### config.mk
export PLATFORM = sky130hd
export DESIGN_NAME = gdf_exp_stage
export DESIGN_NICKNAME = d
export VERILOG_FILES = /design/src/rtl/gdf_pkg.sv /design/src/rtl/gdf_exp_stage.sv
export SDC_FILE = /design/constraint.sdc
export NUM_CORES = 2
export LEC_CHECK = 0
export ABC_AREA = 1
export BUFFER_PORTS_ARGS = -buffer_cell sky130_fd_sc_hd__buf_2
export CAP_MARGIN = 20
export CORE_ASPECT_RATIO = 0.6
export CORE_MARGIN = 2
export CORE_UTILIZATION = 30
export DETAILED_ROUTE_END_ITERATION = 10
export PLACE_DENSITY_LB_ADDON = 0.3
export SLEW_MARGIN = 10
export SYNTH_ARGS = -nofsm -noshare
export SYNTH_HDL_FRONTEND = slang
export SYNTH_SLANG_ARGS = --single-unit
### constraint.sdc
create_clock -name clk_i -period 7.1 [get_ports clk_i]
set_clock_uncertainty 0.05 [all_clocks]
set_input_delay 0 -clock clk_i [delete_from_list [all_inputs] [get_ports clk_i]]
set_output_delay 0 -clock clk_i [all_outputs]
set_load 0.03 [all_outputs]
### src/rtl/gdf_pkg.sv
// ----------------------------------------------------------------------------
// gdf_pkg
// Shared types, constants and the exponential table of the dressing factor.
// ----------------------------------------------------------------------------
package gdf_pkg;

  localparam int unsigned TableDepth = 64;
  localparam int unsigned AddrW      = $clog2(TableDepth);
  localparam int unsigned ExpBits    = 24;

  localparam logic       CmdLoad = 1'b0;
  localparam logic       CmdEval = 1'b1;
  localparam logic [15:0] MarkerNegOne = 16'hFF00;
  localparam logic [15:0] InvFreqReset = 16'd256;
  localparam logic [33:0] FlushLimit   = 34'd5 << 16;
  localparam logic [32:0] AccOne       = 33'd1 << 32;
  localparam logic        RegInvFreq   = 1'b0;

  typedef struct packed {
    logic        command;
    logic [5:0]  index_p;
    logic [5:0]  index_q;
    logic [5:0]  index_r;
    logic [5:0]  index_s;
    logic signed [15:0] shift_value;
  } in_item_t;

  typedef struct packed {
    logic [15:0] factor;
    logic        two_term_form;
  } out_item_t;

  // Payload of one stage of the exponential chain.
  typedef struct packed {
    logic        cmd;
    logic        two;
    logic        flush;
    logic [23:0] y20;
    logic [32:0] acc;
  } exp_t;

  typedef logic [ExpBits-1:0][31:0] rom_t;

  // exp(-2^(b-20)) in Q32 by a truncated integer Taylor series in Q50.
  function automatic logic [31:0] rom_entry(input int unsigned b);
    logic [63:0] term;
    longint      sum;
    logic [63:0] res;
    term = 64'd1 << 50;
    sum  = longint'(term);
    for (int unsigned n = 1; n < 64; n++) begin
      if (b < 20) begin
        term = term >> (20 - b);
      end else begin
        term = term << (b - 20);
      end
      term = term / 64'(n);
      if (n[0]) begin
        sum = sum - longint'(term);
      end else begin
        sum = sum + longint'(term);
      end
    end
    if (sum < 0) begin
      sum = 0;
    end
    res = (64'(sum) + (64'd1 << 17)) >> 18;
    return res[31:0];
  endfunction

  function automatic rom_t build_rom();
    rom_t r;
    for (int unsigned b = 0; b < ExpBits; b++) begin
      r[b] = rom_entry(b);
    end
    return r;
  endfunction

  localparam rom_t ExpRom = build_rom();

endpackage

### src/rtl/gdf_exp_stage.sv
// ----------------------------------------------------------------------------
// gdf_exp_stage
// One bit of the exponential product: scales the accumulator when its bit is set.
// ----------------------------------------------------------------------------
module gdf_exp_stage (
  input  logic         clk_i,
  input  logic         en_i,
  input  logic [4:0]   idx_i,
  input  gdf_pkg::exp_t d_i,
  output gdf_pkg::exp_t q_o
);

  logic [31:0]   coef;
  logic [64:0]   prod;
  gdf_pkg::exp_t q_d;

  // Multiply by the table entry and round back to Q32.
  always_comb begin
    coef = gdf_pkg::ExpRom[idx_i];
    prod = 65'(d_i.acc) * 65'(coef) + (65'd1 << 31);
    q_d  = d_i;
    if (d_i.y20[idx_i]) begin
      q_d.acc = prod[64:32];
    end
  end

  always_ff @(posedge clk_i) begin
    if (en_i) begin
      q_o <= q_d;
    end
  end

endmodule

==> reports/metrics.cfg <==
[status]
status=complete, but fails checks
violations=negative setup slack

[place]
place_inst=6708
dp_hpwl_um=136900
port_buffers=126
place_area_mm2=0.04465
gp_congestion=1.009

[route]
dr.pass1.iters=6
ant_nets=0
viasPerCell=4.876
drt_first_iter_violations=3531
wl_per_cell_um=23.27
vias=33520
drt_wl_total_um=159900
drc=0

[final_layout]
largest_register_ffs=60
drive_gt1_share_pct=30.31
layout_commonest_cell=inv_1
biggestRegsByFlops=q_o (60)
fin_cells=6874
fill_cells=12180
top_register=q_o
mostFrequentLayoutCells=inv_1 (995), fa_1 (818), nor2_1 (652)
synthToLayoutAreaGrowth_pct=34.56
design_area_mm2=0.04996
fin_nets=6544

[timing]
fin_crit_sh_pct=103.6
rsz0062_at_grt=yes
slew_headroom_pct=44.97
hold_viol_final=0
whs_ns=0.1408
finalSetupViolCount=33
slew_viol_final=0
period_minus_slack_ns=7.357
clock.fmax_ghz=0.1359
tightest_slew_ns=0.8245
setup_ws_ns=-0.2566
setup_tns_ns=-6.158

[global_route]
grt_pass1_vias=34210
grt_max_degree=36
track_usage_pct=25.26
antenna_found_initial=8
grt_first_pass_wirelength_um=234400
overflow=0

[worst_hold_path]
hold_path.class=primary input to flop

[clocking]
h-tree-depth=3
cts_tree=built
clock_sinks=60
path_clk_slew_ns=0.06
cts_max_path_buffers=2
cts_buffers=9
ctsRootBufferMaster=clkbuf_16

[logic_synthesis]
ys_seq_area_share_pct=4.853
ys_seq_elements=60
ys.warnings.count=0
synth_cells=4527
synth.distinct_cells=45
syn_nets=5819
avgSynthCellArea_um2=8.202
async_reset_ff_share_pct=0
syn_area_mm2=0.03713
synth_flop_cell=edfxtp_1
synth-edff-count=60

[worst_setup_path]
max_stage_delay_ns=0.65
critPathLaunchType=primary input
end_kind=flop
crit_required_ns=7.15
cpMaxStageDelayCell=fa_2
crit_fanout=7
crit_path_frequent_cell=fa_1
path_class=primary input to flop
cp.arrival_ns=7.41

[job]
drv_cap=0

[floorplan]
fp.dieH_um=276.5
dieArea_mm2=0.1267
core_mm2=0.1221
pin_count=127
die_width_um=458.2
rows=99
start_util_pct=30.40

==> cell families (layout without fill, tap and decap cells) <==
| kind of cell | after synthesis | count (layout) | share of synthesized area (%) |
|---|---|---|---|
| simple gates | 1661 | 1661 | 17.48 |
| buf+inv | 1312 | 2041 | 13.43 |
| fa+ha+maj | 1225 | 1225 | 60.00 |
| compound gates | 257 | 257 | 3.946 |
| flops | 60 | 60 | 4.853 |
| xor+xnor | 12 | 12 | 0.2831 |
| other cells | 0 | 2 | 0 |
==> worst max-delay path, delay by kind of cell <==
kind	cells	cell delay, ns
AND/OR/NAND/NOR	5	0.42
adder cells (fa/ha/maj)	10	4.69
AO/OA/AOI/OAI	7	1.26
buffers and inverters	10	1.01
==> Yosys cell counts, drive strengths merged, types with 3 or more instances <==
master	number	area, um2
inv	1106	4156
fa	926	18540
nor2	804	3030
nand2	734	2783
ha	299	3741
clkbuf	159	596.8
o21ai	100	523.0
a21oi	92	468.0
nand3	74	385.4
edfxtp	60	1802
buf	37	196.4
nor3	23	115.1
o21bai	15	112.6
a21o	13	97.59
nand3b	12	90.09
a31oi	11	68.82
xnor2	11	96.34
clkinv	10	37.54
a21boi	8	60.06
nand4	7	43.79
o21a	7	52.55
o211ai	5	37.54
nor4	3	18.77
o22ai	3	18.77
or2	3	18.78
==> layer usage <==
metal	up-vias	share of wire, %	GRT usage [%]
li1	14570	-	-
met1	16960	47	39.85
met3	106	16	10.88
met2	1871	36	32.01
met4	6	0.96	2.124
met5	-	0.022	0
==> cell type report <==
class	count	area, um2	area share, %
Inverter	1116	4299	8.605
Sequential cell	60	1802	3.606
Clock buffer	9	225.2	0.4508
Multi-Input combinational cell	3155	33340	66.72
Antenna cell	2	5.005	0.01002
Timing Repair Buffer	909	8223	16.46
Clock inverter	6	41.29	0.08264
Timing Repair inverter	1	7.507	0.01503
Tap cell	1616	2022	4.047
==> metrics by stage <==
stage / utilization (%) / setup slack [ns]
6_report: 40.91 / -0.2566
5_1_grt: 40.90 / -0.4581
4_1_cts: 39.70 / -0.2021
3_5_place_dp: 36.56 / -1.831
3_3_place_gp: 36.56 / -1.834
2_1_floorplan: - / -0.008556
==> path summary, 6_finish.rpt <==
check	startpoint	endpoint	cells after the start
worst max-delay path	idx_i[0]	q_o[23]	32
worst min-delay path	d_i[29]	q_o[29]	4
==> repair_timing <==
item                       4_1_cts  5_1_grt
gates cloned                     7        2
setup endpoints to repair       33       33
hold endpoints to repair        28        0
pin swaps                      248      265
buffers inserted                89       33
gates resized for setup        696      352
hold buffers                    28        0
Power is left out: the tool's default activity adds up to more than one toggle a clock period on the data nets, which glitch-free logic cannot reach.
